File: config.mk
export PLATFORM = sky130hd
export DESIGN_NAME = vrc_bank_mapper_core
export DESIGN_NICKNAME = d
export VERILOG_FILES = /design/src/hw/rtl/vrcm_pkg.sv /design/src/hw/rtl/vrcm_chr_store.sv /design/src/hw/rtl/vrcm_rem_unit.sv /design/src/hw/rtl/vrc_bank_mapper_core.sv
export SDC_FILE = /design/constraint.sdc
export NUM_CORES = 1
export LEC_CHECK = 0
export CAP_MARGIN = 20
export CORE_UTILIZATION = 30
export DETAILED_ROUTE_END_ITERATION = 8
export DONT_BUFFER_PORTS = 1
export HOLD_SLACK_MARGIN = 0.1
export SYNTH_ARGS = -nofsm -noshare
export SYNTH_HDL_FRONTEND = slang
export SYNTH_HIERARCHICAL = 1
export SYNTH_SLANG_ARGS = --single-unit
File: constraint.sdc
create_clock -name clk -period 4.6 [get_ports clk]
set_input_delay 0.23 -clock clk [delete_from_list [all_inputs] [get_ports clk]]
set_output_delay 0.23 -clock clk [all_outputs]
set_load 0.02 [all_outputs]
File: src/hw/rtl/vrcm_pkg.sv
// Shared types, codes and constants of the bank-switching cartridge mapper.
// Used by the CHR bank store, the remainder unit, the core and its checker.
// No dependencies.
`timescale 1ns / 1ps
`default_nettype none

package vrcm_pkg;

  // Number of 1K CHR bank slots and the width of a slot index.
  localparam int CHR_SLOTS = 8;
  localparam int CHR_IDX_W = $clog2(CHR_SLOTS);

  // Field widths.
  localparam int PRG_CNT_W = 9;
  localparam int CHR_CNT_W = 10;
  localparam int CHR_BANK_W = 9;
  localparam int PRG_BANK_W = 8;
  localparam int CFG_DATA_W = 10;
  localparam int CFG_IDX_W = 2;
  localparam int OFFSET_W = 19;

  // Configuration register indexes.
  localparam logic [CFG_IDX_W-1:0] CFG_PRG_COUNT = 2'd0;
  localparam logic [CFG_IDX_W-1:0] CFG_CHR_COUNT = 2'd1;
  localparam logic [CFG_IDX_W-1:0] CFG_RAM_PRESENT = 2'd2;

  // Configuration reset values.
  localparam logic [PRG_CNT_W-1:0] PRG_COUNT_RESET = 9'd32;
  localparam logic [CHR_CNT_W-1:0] CHR_COUNT_RESET = 10'd256;
  localparam logic PRG_RAM_RESET = 1'b1;
  localparam logic [PRG_BANK_W-1:0] PRG_BANK_RESET = 8'd30;

  // Target region codes.
  localparam logic [2:0] TGT_NONE = 3'd0;
  localparam logic [2:0] TGT_CHR = 3'd1;
  localparam logic [2:0] TGT_NT = 3'd2;
  localparam logic [2:0] TGT_RAM = 3'd3;
  localparam logic [2:0] TGT_ROM = 3'd4;

  // Register select groups, address bits 15:12 of a bank register write.
  localparam logic [3:0] SEL_PRG_SW = 4'h8;
  localparam logic [3:0] SEL_MODE = 4'h9;
  localparam logic [3:0] SEL_PRG_MID = 4'hA;
  localparam logic [3:0] SEL_CHR_BASE = 4'hB;
  localparam logic [3:0] SEL_IRQ = 4'hF;

  // Kind of bank register write.
  typedef enum logic [2:0] {
    OP_NONE,
    OP_PRG_SW,
    OP_PRG_MID,
    OP_MIRROR,
    OP_SWAP,
    OP_CHR
  } wr_op_t;

  // Control state of the core.
  typedef enum logic [2:0] {
    ST_IDLE,
    ST_LOOK,
    ST_DIV,
    ST_STORE,
    ST_FIN
  } state_t;

  // Request to the remainder unit.
  typedef struct packed {
    logic                  start;
    logic [CHR_BANK_W-1:0] dividend;
    logic [CHR_CNT_W-1:0]  divisor;
  } div_req_t;

  // Write request to the CHR bank store.
  typedef struct packed {
    logic                  en;
    logic [CHR_IDX_W-1:0]  addr;
    logic [CHR_BANK_W-1:0] data;
  } chr_wr_t;

  // One result; target sits in the lowest bits.
  typedef struct packed {
    logic [1:0]          mirror_mode;
    logic [7:0]          data_out;
    logic                mem_write;
    logic [OFFSET_W-1:0] phys_offset;
    logic [2:0]          target;
  } res_t;

endpackage

`default_nettype wire

File: src/hw/rtl/vrcm_chr_store.sv
// CHR bank store: eight 9-bit bank numbers in a synchronous memory.
// Valid bits make an unwritten entry read as its own index. Uses vrcm_pkg.
`timescale 1ns / 1ps
`default_nettype none

module vrcm_chr_store (
  input  wire logic                             clk,
  input  wire logic                             rst,
  input  wire logic                             rd_en,
  input  wire logic [vrcm_pkg::CHR_IDX_W-1:0]   rd_addr,
  input  wire vrcm_pkg::chr_wr_t                wr,
  output logic      [vrcm_pkg::CHR_BANK_W-1:0]  rd_data
);

  logic [vrcm_pkg::CHR_BANK_W-1:0] mem [vrcm_pkg::CHR_SLOTS];
  logic [vrcm_pkg::CHR_SLOTS-1:0]  valid;
  logic [vrcm_pkg::CHR_BANK_W-1:0] mem_q;
  logic                            valid_q;
  logic [vrcm_pkg::CHR_IDX_W-1:0]  addr_q;

  // Memory write and registered read.
  always_ff @(posedge clk) begin
    if (wr.en) begin
      mem[wr.addr] <= wr.data;
    end
    if (rd_en) begin
      mem_q <= mem[rd_addr];
      addr_q <= rd_addr;
    end
  end

  // Valid bits: reset marks every entry as holding its reset value.
  always_ff @(posedge clk) begin
    if (rst) begin
      valid <= '0;
      valid_q <= 1'b0;
    end else begin
      if (wr.en) begin
        valid[wr.addr] <= 1'b1;
      end
      if (rd_en) begin
        valid_q <= valid[rd_addr];
      end
    end
  end

  // An entry never written reads as its own index.
  assign rd_data = valid_q ? mem_q
                           : {{(vrcm_pkg::CHR_BANK_W-vrcm_pkg::CHR_IDX_W){1'b0}}, addr_q};

endmodule

`default_nettype wire

File: src/hw/rtl/vrcm_rem_unit.sv
// Bit-serial remainder unit: 9-bit dividend modulo a 10-bit count.
// One restoring step per cycle; a zero count passes the dividend. Uses vrcm_pkg.
`timescale 1ns / 1ps
`default_nettype none

module vrcm_rem_unit (
  input  wire logic                             clk,
  input  wire logic                             rst,
  input  wire vrcm_pkg::div_req_t               req,
  output logic                                  done,
  output logic      [vrcm_pkg::CHR_BANK_W-1:0]  rem
);

  localparam int DW = vrcm_pkg::CHR_BANK_W;
  localparam int VW = vrcm_pkg::CHR_CNT_W;
  localparam int CW = $clog2(DW + 1);

  logic          busy;
  logic [CW-1:0] cnt;
  logic [DW-1:0] quo;
  logic [VW-1:0] div;
  logic [VW-1:0] part;
  logic [VW:0]   trial;
  logic [VW:0]   diff;

  // One restoring step: shift in the next dividend bit and subtract if it fits.
  assign trial = {part, quo[DW-1]};
  assign diff = trial - {1'b0, div};

  // Control: busy flag, step counter and the done pulse.
  always_ff @(posedge clk) begin
    if (rst) begin
      busy <= 1'b0;
      done <= 1'b0;
      cnt <= '0;
    end else begin
      done <= 1'b0;
      if (req.start) begin
        if (req.divisor == '0) begin
          done <= 1'b1;
        end else begin
          busy <= 1'b1;
          cnt <= CW'(DW);
        end
      end else if (busy) begin
        cnt <= cnt - 1'b1;
        if (cnt == CW'(1)) begin
          busy <= 1'b0;
          done <= 1'b1;
        end
      end
    end
  end

  // Datapath: partial remainder and dividend shift register.
  always_ff @(posedge clk) begin
    if (req.start) begin
      div <= req.divisor;
      quo <= req.dividend;
      if (req.divisor == '0) begin
        part <= {{(VW-DW){1'b0}}, req.dividend};
      end else begin
        part <= '0;
      end
    end else if (busy) begin
      quo <= {quo[DW-2:0], 1'b0};
      if (!diff[VW]) begin
        part <= diff[VW-1:0];
      end else begin
        part <= trial[VW-1:0];
      end
    end
  end

  // The remainder never exceeds the dividend, so it fits the dividend width.
  assign rem = part[DW-1:0];

endmodule

`default_nettype wire

File: src/hw/rtl/vrc_bank_mapper_core.sv
// Top level of the bank-switching cartridge mapper.
// Depends on vrcm_pkg, vrcm_chr_store and vrcm_rem_unit.
//
//   Channel  Dir  Handshake          Payload
//   s_*      in   s_tvalid/s_tready  s_tuser kind, s_tdata bus_address, data_in
//   m_*      out  m_tvalid/m_tready  m_tdata target .. mirror_mode
//   cfg_*    in   cfg_we             cfg_index, cfg_data (no read-back)
//
// A bus access or a mode write passes through the lookup and finish states
// before its result reaches the output register. A PRG or CHR bank write also
// waits on the bit-serial remainder unit (one step per dividend bit; none with
// a zero bank count) and then passes the store state. One request is in work
// at a time; a new one is accepted while the previous result waits on m_tready.
// Reset is synchronous; it clears the control state and returns the bank
// registers to their reset values.
`timescale 1ns / 1ps
`default_nettype none

module vrc_bank_mapper_core (
  input  wire logic                                clk,
  input  wire logic                                rst,
  // Input requests.
  input  wire logic                                s_tvalid,
  output logic                                     s_tready,
  input  wire logic [23:0]                         s_tdata,  // bus_address, data_in
  input  wire logic                                s_tuser,  // kind
  // Results.
  output logic                                     m_tvalid,
  input  wire logic                                m_tready,
  output logic      [39:0]                         m_tdata,  // target, phys_offset,
                                                             // mem_write, data_out,
                                                             // mirror_mode, zero fill
  // Configuration writes.
  input  wire logic                                cfg_we,
  input  wire logic [vrcm_pkg::CFG_IDX_W-1:0]      cfg_index,
  input  wire logic [vrcm_pkg::CFG_DATA_W-1:0]     cfg_data
);

  localparam int RES_W = $bits(vrcm_pkg::res_t);

  // Configuration registers.
  logic [vrcm_pkg::PRG_CNT_W-1:0] prg_bank_count;
  logic [vrcm_pkg::CHR_CNT_W-1:0] chr_bank_count;
  logic                           prg_ram_present;

  // Bank state held in flip-flops.
  logic [vrcm_pkg::PRG_BANK_W-1:0] prg_bank_switchable;
  logic [vrcm_pkg::PRG_BANK_W-1:0] prg_bank_middle;
  logic                            prg_swap;
  logic [1:0]                      mirroring;
  logic [1:0]                      mirroring_next;

  // Request being worked on.
  logic        kind_q;
  logic [15:0] addr_q;
  logic [7:0]  data_q;

  vrcm_pkg::state_t state;
  vrcm_pkg::state_t state_next;

  logic                               accept;
  logic                               out_load;
  logic                               need_div;
  logic [vrcm_pkg::CHR_IDX_W-1:0]     rd_addr;
  logic [vrcm_pkg::CHR_BANK_W-1:0]    chr_entry;
  logic [vrcm_pkg::CHR_BANK_W-1:0]    chr_new;
  logic [vrcm_pkg::CHR_IDX_W-1:0]     chr_idx;
  logic [1:0]                         low;
  logic [3:0]                         chr_grp;
  vrcm_pkg::wr_op_t                   op;
  vrcm_pkg::div_req_t                 div_req;
  vrcm_pkg::chr_wr_t                  chr_wr;
  logic                               div_done;
  logic [vrcm_pkg::CHR_BANK_W-1:0]    div_rem;
  logic [vrcm_pkg::PRG_CNT_W-1:0]     second_last;
  logic [vrcm_pkg::PRG_CNT_W-1:0]     last;
  logic [vrcm_pkg::PRG_CNT_W-1:0]     rom_bank;
  vrcm_pkg::res_t                     look_res;
  vrcm_pkg::res_t                     store_res;
  vrcm_pkg::res_t                     pend_res;
  vrcm_pkg::res_t                     out_res;

  assign accept = s_tvalid && s_tready;

  // Register selects: A0|A2 and A1|A3.
  assign low = {addr_q[1] | addr_q[3], addr_q[0] | addr_q[2]};
  assign chr_grp = addr_q[15:12] - vrcm_pkg::SEL_CHR_BASE;
  assign chr_idx = {chr_grp[1:0], low[1]};

  // Decode a bank register write.
  always_comb begin
    op = vrcm_pkg::OP_NONE;
    if (kind_q && addr_q[15]) begin
      case (addr_q[15:12])
        vrcm_pkg::SEL_PRG_SW:  op = vrcm_pkg::OP_PRG_SW;
        vrcm_pkg::SEL_MODE:    op = low[1] ? vrcm_pkg::OP_SWAP : vrcm_pkg::OP_MIRROR;
        vrcm_pkg::SEL_PRG_MID: op = vrcm_pkg::OP_PRG_MID;
        vrcm_pkg::SEL_IRQ:     op = vrcm_pkg::OP_NONE;
        default:               op = vrcm_pkg::OP_CHR;
      endcase
    end
  end

  // Store read address, taken straight from the incoming request.
  always_comb begin
    logic [3:0] grp;
    logic       hi;
    grp = s_tdata[15:12] - vrcm_pkg::SEL_CHR_BASE;
    hi = s_tdata[1] | s_tdata[3];
    if (s_tdata[15]) begin
      rd_addr = {grp[1:0], hi};
    end else begin
      rd_addr = s_tdata[12:10];
    end
  end

  // New CHR bank value from one nibble write.
  assign chr_new = low[0] ? {data_q[4:0], chr_entry[3:0]}
                          : {chr_entry[8:4], data_q[3:0]};

  assign need_div = (op == vrcm_pkg::OP_PRG_SW) || (op == vrcm_pkg::OP_PRG_MID) ||
                    (op == vrcm_pkg::OP_CHR);

  // Fixed PRG banks wrap in 9 bits.
  assign second_last = prg_bank_count - 9'd2;
  assign last = prg_bank_count - 9'd1;

  always_comb begin
    case (addr_q[14:13])
      2'd0:    rom_bank = prg_swap ? second_last : {1'b0, prg_bank_switchable};
      2'd1:    rom_bank = {1'b0, prg_bank_middle};
      2'd2:    rom_bank = prg_swap ? {1'b0, prg_bank_switchable} : second_last;
      default: rom_bank = last;
    endcase
  end

  // Mode register writes take effect at once.
  always_comb begin
    mirroring_next = mirroring;
    if (op == vrcm_pkg::OP_MIRROR) begin
      mirroring_next = data_q[1:0] ^ 2'b10;
    end
  end

  // Result of a bus access or a mode write, formed in the lookup cycle.
  always_comb begin
    look_res = '0;
    look_res.mirror_mode = mirroring_next;
    case (addr_q[15:13])
      3'd0: begin
        look_res.target = vrcm_pkg::TGT_CHR;
        look_res.phys_offset = {chr_entry, addr_q[9:0]};
        look_res.mem_write = kind_q;
      end
      3'd1: begin
        look_res.target = vrcm_pkg::TGT_NT;
        look_res.phys_offset = {7'd0, addr_q[11:0]};
        look_res.mem_write = kind_q;
      end
      3'd2: begin
        look_res.target = vrcm_pkg::TGT_NONE;
      end
      3'd3: begin
        if (prg_ram_present) begin
          look_res.target = vrcm_pkg::TGT_RAM;
          look_res.phys_offset = {6'd0, addr_q[12:0]};
          look_res.mem_write = kind_q;
        end
      end
      default: begin
        if (!kind_q) begin
          look_res.target = vrcm_pkg::TGT_ROM;
          look_res.phys_offset = {rom_bank[5:0], addr_q[12:0]};
        end
      end
    endcase
    if (look_res.mem_write) begin
      look_res.data_out = data_q;
    end
  end

  // Result of a bank number write: no target, current mirroring.
  always_comb begin
    store_res = '0;
    store_res.mirror_mode = mirroring;
  end

  // Next state.
  always_comb begin
    state_next = state;
    case (state)
      vrcm_pkg::ST_IDLE:  if (accept) state_next = vrcm_pkg::ST_LOOK;
      vrcm_pkg::ST_LOOK:  state_next = need_div ? vrcm_pkg::ST_DIV : vrcm_pkg::ST_FIN;
      vrcm_pkg::ST_DIV:   if (div_done) state_next = vrcm_pkg::ST_STORE;
      vrcm_pkg::ST_STORE: state_next = vrcm_pkg::ST_FIN;
      vrcm_pkg::ST_FIN:   if (out_load) state_next = vrcm_pkg::ST_IDLE;
      default:            state_next = vrcm_pkg::ST_IDLE;
    endcase
  end

  // State outputs.
  always_comb begin
    s_tready = (state == vrcm_pkg::ST_IDLE);
    out_load = (state == vrcm_pkg::ST_FIN) && (!m_tvalid || m_tready);
    div_req.start = (state == vrcm_pkg::ST_LOOK) && need_div;
    div_req.dividend = (op == vrcm_pkg::OP_CHR) ? chr_new : {4'd0, data_q[4:0]};
    div_req.divisor = (op == vrcm_pkg::OP_CHR) ? chr_bank_count
                                               : {1'b0, prg_bank_count};
    chr_wr.en = (state == vrcm_pkg::ST_STORE) && (op == vrcm_pkg::OP_CHR);
    chr_wr.addr = chr_idx;
    chr_wr.data = div_rem;
  end

  always_ff @(posedge clk) begin
    if (rst) begin
      state <= vrcm_pkg::ST_IDLE;
    end else begin
      state <= state_next;
    end
  end

  // Configuration registers.
  always_ff @(posedge clk) begin
    if (rst) begin
      prg_bank_count <= vrcm_pkg::PRG_COUNT_RESET;
      chr_bank_count <= vrcm_pkg::CHR_COUNT_RESET;
      prg_ram_present <= vrcm_pkg::PRG_RAM_RESET;
    end else if (cfg_we) begin
      case (cfg_index)
        vrcm_pkg::CFG_PRG_COUNT:   prg_bank_count <= cfg_data[vrcm_pkg::PRG_CNT_W-1:0];
        vrcm_pkg::CFG_CHR_COUNT:   chr_bank_count <= cfg_data;
        vrcm_pkg::CFG_RAM_PRESENT: prg_ram_present <= cfg_data[0];
        default: ;
      endcase
    end
  end

  // Bank and mode registers.
  always_ff @(posedge clk) begin
    if (rst) begin
      prg_bank_switchable <= vrcm_pkg::PRG_BANK_RESET;
      prg_bank_middle <= vrcm_pkg::PRG_BANK_RESET;
      prg_swap <= 1'b0;
      mirroring <= 2'd0;
    end else begin
      if (state == vrcm_pkg::ST_LOOK) begin
        mirroring <= mirroring_next;
        if (op == vrcm_pkg::OP_SWAP) begin
          prg_swap <= data_q[1];
        end
      end
      if (state == vrcm_pkg::ST_STORE) begin
        if (op == vrcm_pkg::OP_PRG_SW) begin
          prg_bank_switchable <= div_rem[vrcm_pkg::PRG_BANK_W-1:0];
        end
        if (op == vrcm_pkg::OP_PRG_MID) begin
          prg_bank_middle <= div_rem[vrcm_pkg::PRG_BANK_W-1:0];
        end
      end
    end
  end

  // Request capture and the pending result.
  always_ff @(posedge clk) begin
    if (accept) begin
      kind_q <= s_tuser;
      addr_q <= s_tdata[15:0];
      data_q <= s_tdata[23:16];
    end
    if (state == vrcm_pkg::ST_LOOK) begin
      pend_res <= look_res;
    end else if (state == vrcm_pkg::ST_STORE) begin
      pend_res <= store_res;
    end
    if (out_load) begin
      out_res <= pend_res;
    end
  end

  // Output register valid.
  always_ff @(posedge clk) begin
    if (rst) begin
      m_tvalid <= 1'b0;
    end else if (out_load) begin
      m_tvalid <= 1'b1;
    end else if (m_tready) begin
      m_tvalid <= 1'b0;
    end
  end

  assign m_tdata = {{(40-RES_W){1'b0}}, out_res};

  vrcm_chr_store u_chr_store (
    .clk     (clk),
    .rst     (rst),
    .rd_en   (accept),
    .rd_addr (rd_addr),
    .wr      (chr_wr),
    .rd_data (chr_entry)
  );

  vrcm_rem_unit u_rem_unit (
    .clk  (clk),
    .rst  (rst),
    .req  (div_req),
    .done (div_done),
    .rem  (div_rem)
  );

endmodule

`default_nettype wire

==> results.json, run 1 <==
{
  "outcome": "completed",
  "final_util": 0.356,
  "max_slew_margin": 0.334,
  "hold_slack_ns": 0.158,
  "hold_start": "s_tdata[12]",
  "cts-root-buf": "clkbuf_16",
  "core.rowCount": 70,
  "fmax_mhz": 235,
  "cp-start-kind": "register",
  "synth-async-reset-ratio": 0,
  "required_ns": 5.07,
  "cts_tree": "yes",
  "setup-tns-final_ns": 0,
  "cts_buffer_depth": 3,
  "drt-initial-drc-count": 525,
  "synth_top_area_frac": 0.545,
  "layout_min_cycle_time_ns": 4.26,
  "p_leak_nw": 4.50,
  "clkTransAtPathRegs_ns": 0.07,
  "route.vias.total": 6521,
  "grtUsageTotal": 0.126,
  "holdPathStages": 1,
  "peakVddDrop_mv": 0.237,
  "dp_hpwl_um": 15900,
  "postCtsSetupBuffers": 0,
  "slew_violations": 0,
  "grt_pass1_wl_um": 37200,
  "die_w_um": 196,
  "path_class": "register to register",
  "crit_arrival_ns": 4.73,
  "reg2reg_slack_ns": 0.34,
  "synth_edf_count": 204,
  "grt_max_degree": 59,
  "area_growth_pct": 16.4,
  "setup_viol": 0,
  "yosysSeqAreaShare": 0.641,
  "r2r_cells": 12,
  "critPathMaxFanout": 18,
  "fp.dieArea_um2": 38300,
  "place_inst": 1245,
  "synthTopCellsByArea": "edfxtp_1 (54%), dfxtp_1 (9.6%), mux2_2 (3.3%)",
  "fin_cells": 1339,
  "grt_overflow_total": 0,
  "r2r-start": "addr_q[13]",
  "switchingPower_mw": 1.15,
  "placed_area_um2": 11700,
  "antenna_left": 0,
  "io_buffers": 0,
  "htree_levels": 1,
  "worstSkewPairLatency_ns": 0.53,
  "wl_um": 24100,
  "setup_slack_ns": 0.339,
  "mappedNetlistArea_um2": 11200,
  "remaining_drc_errors": 0,
  "avgRoutedWirePerCell_um": 18.0,
  "pwr-share-comb": 0.071,
  "fin_area_um2": 13100,
  "nets": 913,
  "synth_warnings": 6,
  "intPower_mw": 4.06,
  "synthTopCellsByCount": "edfxtp_1 (204), nor2_1 (77), dfxtp_1 (54)",
  "dieHeight_um": 196,
  "maxCapViolCount": 0,
  "fin_crit_sh": 0.926,
  "drtPass1Iterations": 6,
  "hold_viol": 0,
  "synth_most_common_cell": "edfxtp_1",
  "dp_slack_ns": 0.577,
  "p_clk_frac": 0.421,
  "power_frac_seq": 0.508,
  "grt_pass1_vias": 6331,
  "synth_seq_cells": 258,
  "clock-sinks": 258,
  "min_to": "u_chr_store/addr_q[1]",
  "drive_gt1_frac": 0.154,
  "synth_top_area_cell": "edfxtp_1",
  "switching_share": 0.221,
  "reg2reg_to": "u_rem_unit/cnt[1]",
  "initial_core_util": 0.306,
  "hold_class": "input port to register",
  "num_antenna_cells": 0,
  "fillers": 3533,
  "avgSynthCellArea_um2": 13.9,
  "io_pins": 84,
  "coreArea_um2": 36800,
  "worst_setup_path_end_kind": "register",
  "tightest_slew_ns": 0.998,
  "antenna_found_initial": 0,
  "power_density_nw_per_um2": 398,
  "gp_congestion": 0.842,
  "power_mw": 5.21,
  "fin_skew_ns": 0.0107,
  "rsz0062_at_grt": "no",
  "netlist_instances": 807,
  "cts_buffers": 26,
  "drt-vias-per-instance": 4.87,
  "synth.distinct_cells": 84,
  "ys.flop_type": "edfxtp_1"
}
## placed cells by master (no fill, tap or decap), types with 4 or more instances in the layout
| cell type | Yosys | routed |
|---|---|---|
| nor2_1 | 77 | 75 |
| nor2b_1 | 10 | 10 |
| mux4_2 | 11 | 11 |
| nand3_1 | 10 | 10 |
| clkbuf_1 | 17 | 5 |
| o21ai_0 | 28 | 28 |
| o21a_1 | 4 | 4 |
| o21ai_2 | 4 | 4 |
| buf_4 | 16 | 10 |
| mux4_1 | 8 | 8 |
| dfxtp_1 | 54 | 54 |
| dlygate4sd3_1 | 0 | 45 |
| inv_1 | 28 | 28 |
| nand2b_1 | 12 | 12 |
| o31ai_1 | 7 | 7 |
| edfxtp_1 | 204 | 204 |
| nand2_1 | 32 | 32 |
| xor2_1 | 4 | 4 |
| xnor2_1 | 10 | 9 |
| mux2i_1 | 29 | 28 |
| clkbuf_16 | 0 | 27 |
| clkbuf_8 | 0 | 4 |
| conb_1 | 1 | 7 |
| and2_1 | 28 | 26 |
| a22oi_1 | 5 | 5 |
| mux2_2 | 33 | 33 |
| nand4_1 | 7 | 7 |
| ha_1 | 19 | 19 |
| nor3_1 | 21 | 21 |
| a21oi_1 | 32 | 31 |
| a211oi_1 | 4 | 4 |
## per-layer routing
metal | routed length [µm] | global-route usage | vias to the layer above
met5 | 0 | 0 | -
met2 | 10700 | 0.191 | 179
met4 | 630 | 0.0370 | 0
met3 | 1380 | 0.0252 | 40
met1 | 11400 | 0.180 | 3210
li1 | - | - | 3092
## worst max-delay path, cell delays in order, from the launching register on
cell	delay, ns
edfxtp_1	0.57
inv_1	0.21
ha_1	0.28
nor3_1	0.07
a311o_1	0.32
nand3_4	0.26
mux2_2	0.38
or4_4	0.54
nor4_4	0.41
and2_2	0.35
o21ai_2	0.10
a21oi_2	0.13
dlygate4sd3_1	0.56
## power by group through the flow
| stage | Sequential (mW) | Clock [mW] | Combinational [mW] |
|---|---|---|---|
| 2_1_floorplan | 2.67 | 0 | 0.274 |
| 6_report | 2.64 | 2.19 | 0.372 |
| 3_3_place_gp | 2.69 | 0 | 0.319 |
| 5_1_grt | 2.65 | 2.32 | 0.406 |
| 4_1_cts | 2.64 | 2.23 | 0.373 |
| 3_5_place_dp | 2.69 | 0 | 0.324 |
## registers in the layout (all words and copies together), names as in the netlist, 4 cells and up
signal / flops
u_chr_store/mem_q: 9
addr_q: 16
prg_bank_count: 9
chr_bank_count: 10
u_chr_store/mem: 72
prg_bank_middle: 6
u_rem_unit/quo: 9
prg_bank_switchable: 6
u_rem_unit/part: 10
pend_res: 33
data_q: 8
m_tdata: 33
u_rem_unit/cnt: 4
u_chr_store/valid: 8
u_rem_unit/div: 10
## repair_timing
item | 4_1_cts | 5_1_grt
hold endpoints to repair | 79 | 0
hold buffers | 46 | 0
setup endpoints to repair | 0 | 1
gates resized for setup | 0 | 2
## cell families (layout without fill, tap and decap cells)
family | after synthesis | after routing | share of synthesized area
flip-flops | 258 | 258 | 0.641
adder cells (fa/ha/maj) | 20 | 20 | 0.0229
buffers and inverters | 75 | 133 | 0.0350
multiplexers | 84 | 84 | 0.104
AND/OR/NAND/NOR | 232 | 232 | 0.111
AO/OA/AOI/OAI | 123 | 123 | 0.0749
XOR/XNOR | 14 | 14 | 0.0109
other | 1 | 7 | 0.000333
## worst max-delay path by stage
stage                     startpoint                end  slack, ns  depth (start not counted)
after floorplan           addr_q[13]  u_rem_unit/quo[1]       1.30                          9
after global placement    addr_q[13]  u_rem_unit/cnt[3]       0.64                         12
after detailed placement  addr_q[13]  u_rem_unit/cnt[3]       0.58                         12
after CTS                 addr_q[13]  u_rem_unit/cnt[1]       0.08                         12
after global routing      addr_q[13]  u_rem_unit/cnt[1]       0.05                         12
final                     addr_q[13]  u_rem_unit/cnt[1]       0.34                         12
## area by class of cell
| class | count | area, µm² | share of cell area |
|---|---|---|---|
| Sequential cell | 258 | 7210 | 0.550 |
| Clock buffer | 36 | 749 | 0.0572 |
| Multi-Input combinational cell | 480 | 3740 | 0.286 |
| Inverter | 29 | 109 | 0.00831 |
| Timing Repair Buffer | 56 | 553 | 0.0422 |
| Tap cell | 468 | 586 | 0.0447 |
| Clock inverter | 12 | 146 | 0.0112 |
(Power assumes the default switching activity.)
==> run 2: changes to the inputs <==
--- a/config.mk
+++ b/config.mk
@@ -6,6 +6,7 @@
 export NUM_CORES = 1
 export LEC_CHECK = 0
 export CAP_MARGIN = 20
+export CORE_ASPECT_RATIO = 1.2
 export CORE_UTILIZATION = 30
 export DETAILED_ROUTE_END_ITERATION = 8
 export DONT_BUFFER_PORTS = 1
==> constraint.sdc (replaced) <==
create_clock -name clk -period 3.56 [get_ports clk]
set_input_delay 0.178 -clock clk [delete_from_list [all_inputs] [get_ports clk]]
set_output_delay 0.178 -clock clk [all_outputs]
set_load 0.02 [all_outputs]
==> run 2 against run 1 <==
  * Critical path depth decreased by 1
  * Routed wire length increased by 2.4%
  * Core utilization decreased by 0.29 points
  * Via count decreased by 0.29%
  * Cell count increased by 1.3%
  * Combinational power increased by 33%
  * Clock skew increased by 0.0061 ns
  * Clock power increased by 13%
  * Count of clock-buffer cells in the layout increased by 1
  * Largest cell class unchanged
  * Worst setup slack got worse by 0.089 ns
==> results.json, run 2 (synthesized netlist as in run 1, its figures left out) <==
{
  "clkTransAtPathRegs_ns": 0.07,
  "worst_setup_path_end_kind": "register",
  "cts_buffers": 24,
  "grt_overflow_total": 0,
  "setup_slack_ns": 0.250,
  "hold_class": "input port to register",
  "max_slew_margin": 0.318,
  "seqCellArea_um2": 7210,
  "layout_min_cycle_time_ns": 3.31,
  "clock-sinks": 258,
  "remaining_drc_errors": 0,
  "power_density_nw_per_um2": 489,
  "slew_violations": 0,
  "wl_um": 24700,
  "drtPass1Iterations": 4,
  "htree_levels": 1,
  "placed_area_um2": 11800,
  "rsz0062_at_grt": "no",
  "worstSkewPairLatency_ns": 0.53,
  "avgRoutedWirePerCell_um": 18.2,
  "die_w_um": 179,
  "setup_viol": 0,
  "io_pins": 84,
  "cts_buffer_depth": 3,
  "initial_core_util": 0.305,
  "fp.dieArea_um2": 38300,
  "hold_viol": 0,
  "fin_area_um2": 13000,
  "grtUsageTotal": 0.131,
  "fin_crit_sh": 0.930,
  "largest_register_ffs": 72,
  "power_mw": 6.37,
  "antenna_left": 0,
  "io_buffers": 0,
  "setup-tns-final_ns": 0,
  "grt_max_degree": 59,
  "required_ns": 3.90,
  "drt-vias-per-instance": 4.79,
  "multi_input_comb_area_um2": 3700,
  "grt_pass1_vias": 6737,
  "nets": 926,
  "fin_skew_ns": 0.0168,
  "crit_arrival_ns": 3.65,
  "maxCapViolCount": 0,
  "cts-root-buf": "clkbuf_16",
  "dieHeight_um": 214,
  "hold_slack_ns": 0.145,
  "largest-register": "u_chr_store/mem",
  "dp_hpwl_um": 16900,
  "coreArea_um2": 36900,
  "grt_pass1_wl_um": 38700,
  "cp-start-kind": "register",
  "outcome": "completed",
  "drt-initial-drc-count": 388,
  "route.vias.total": 6502,
  "fillers": 3528,
  "layout_commonest_cell": "edfxtp_1",
  "final_cell_mix": "edfxtp_1 (204), nor2_1 (75), dfxtp_1 (54), dlygate4sd3_1 (46), mux2_2 (33)",
  "drive_gt1_frac": 0.156,
  "gp_congestion": 0.855,
  "cts_tree": "yes",
  "peakVddDrop_mv": 0.345,
  "core.rowCount": 77,
  "dp_slack_ns": 0.121,
  "antenna_found_initial": 3,
  "critPathMaxFanout": 11,
  "area_growth_pct": 15.8,
  "fmax_mhz": 302,
  "path_class": "register to register",
  "tightest_slew_ns": 1.02,
  "p_leak_nw": 4.49
}
## run 2: worst paths after layout
path	startpoint	to	slack (ns)	cells after the start
setup / recovery	addr_q[12]	u_rem_unit/part[4]	0.25	11
hold / removal	s_tdata[15]	u_chr_store/addr_q[2]	0.14	3
setup reg to reg	addr_q[12]	u_rem_unit/part[4]	0.25	11
hold reg to reg	pend_res[9]	m_tdata[9]	0.42	0
## run 2: final cells by class
class / count / area share
flip-flops and latches: 258 / 0.553
multi-input cells: 480 / 0.284
clock buffers: 37 / 0.0546
repair buffers: 71 / 0.0513
well taps: 474 / 0.0455
inverters: 29 / 0.00836
clock inverters: 7 / 0.00298
diodes: 1 / 0.000192
## run 2: critical path, stage by stage, from the launching register on
cell      delay (ns)
edfxtp_1        0.44
inv_1           0.14
ha_1            0.26
nor3_1          0.07
a311o_1         0.28
nand3_2         0.26
mux2_2          0.39
or4_4           0.54
nor4_4          0.23
and2_2          0.32
nand2_1         0.09
o311ai_1        0.09
## run 2: metrics by stage
step,utilization,instances
6_report,0.353,1357
5_1_grt,0.353,1357
4_1_cts,0.353,1356
3_5_place_dp,0.319,1265
3_3_place_gp,0.319,1265
2_1_floorplan,-,813
## run 2: power by group
| group | leakage [nW] | internal, mW | switching (mW) |
|---|---|---|---|
| Clock | 0.365 | 1.38 | 1.09 |
| Sequential | 2.33 | 3.34 | 0.0696 |
| Combinational | 1.79 | 0.214 | 0.280 |
## run 2: metal layers
| layer | share of wire | vias to the layer above | track usage |
|---|---|---|---|
| met5 | 0.0011 | - | 0 |
| met1 | 0.41 | 3197 | 0.154 |
| met3 | 0.040 | 39 | 0.0234 |
| met2 | 0.53 | 141 | 0.237 |
| li1 | - | 3121 | - |
| met4 | 0.025 | 4 | 0.0460 |
## run 2: what timing repair did
item | in CTS | in global routing
hold endpoints to repair | 80 | 0
gates resized for setup | 0 | 1
setup endpoints to repair | 0 | 8
buffers inserted | 0 | 0
hold buffers | 47 | 0
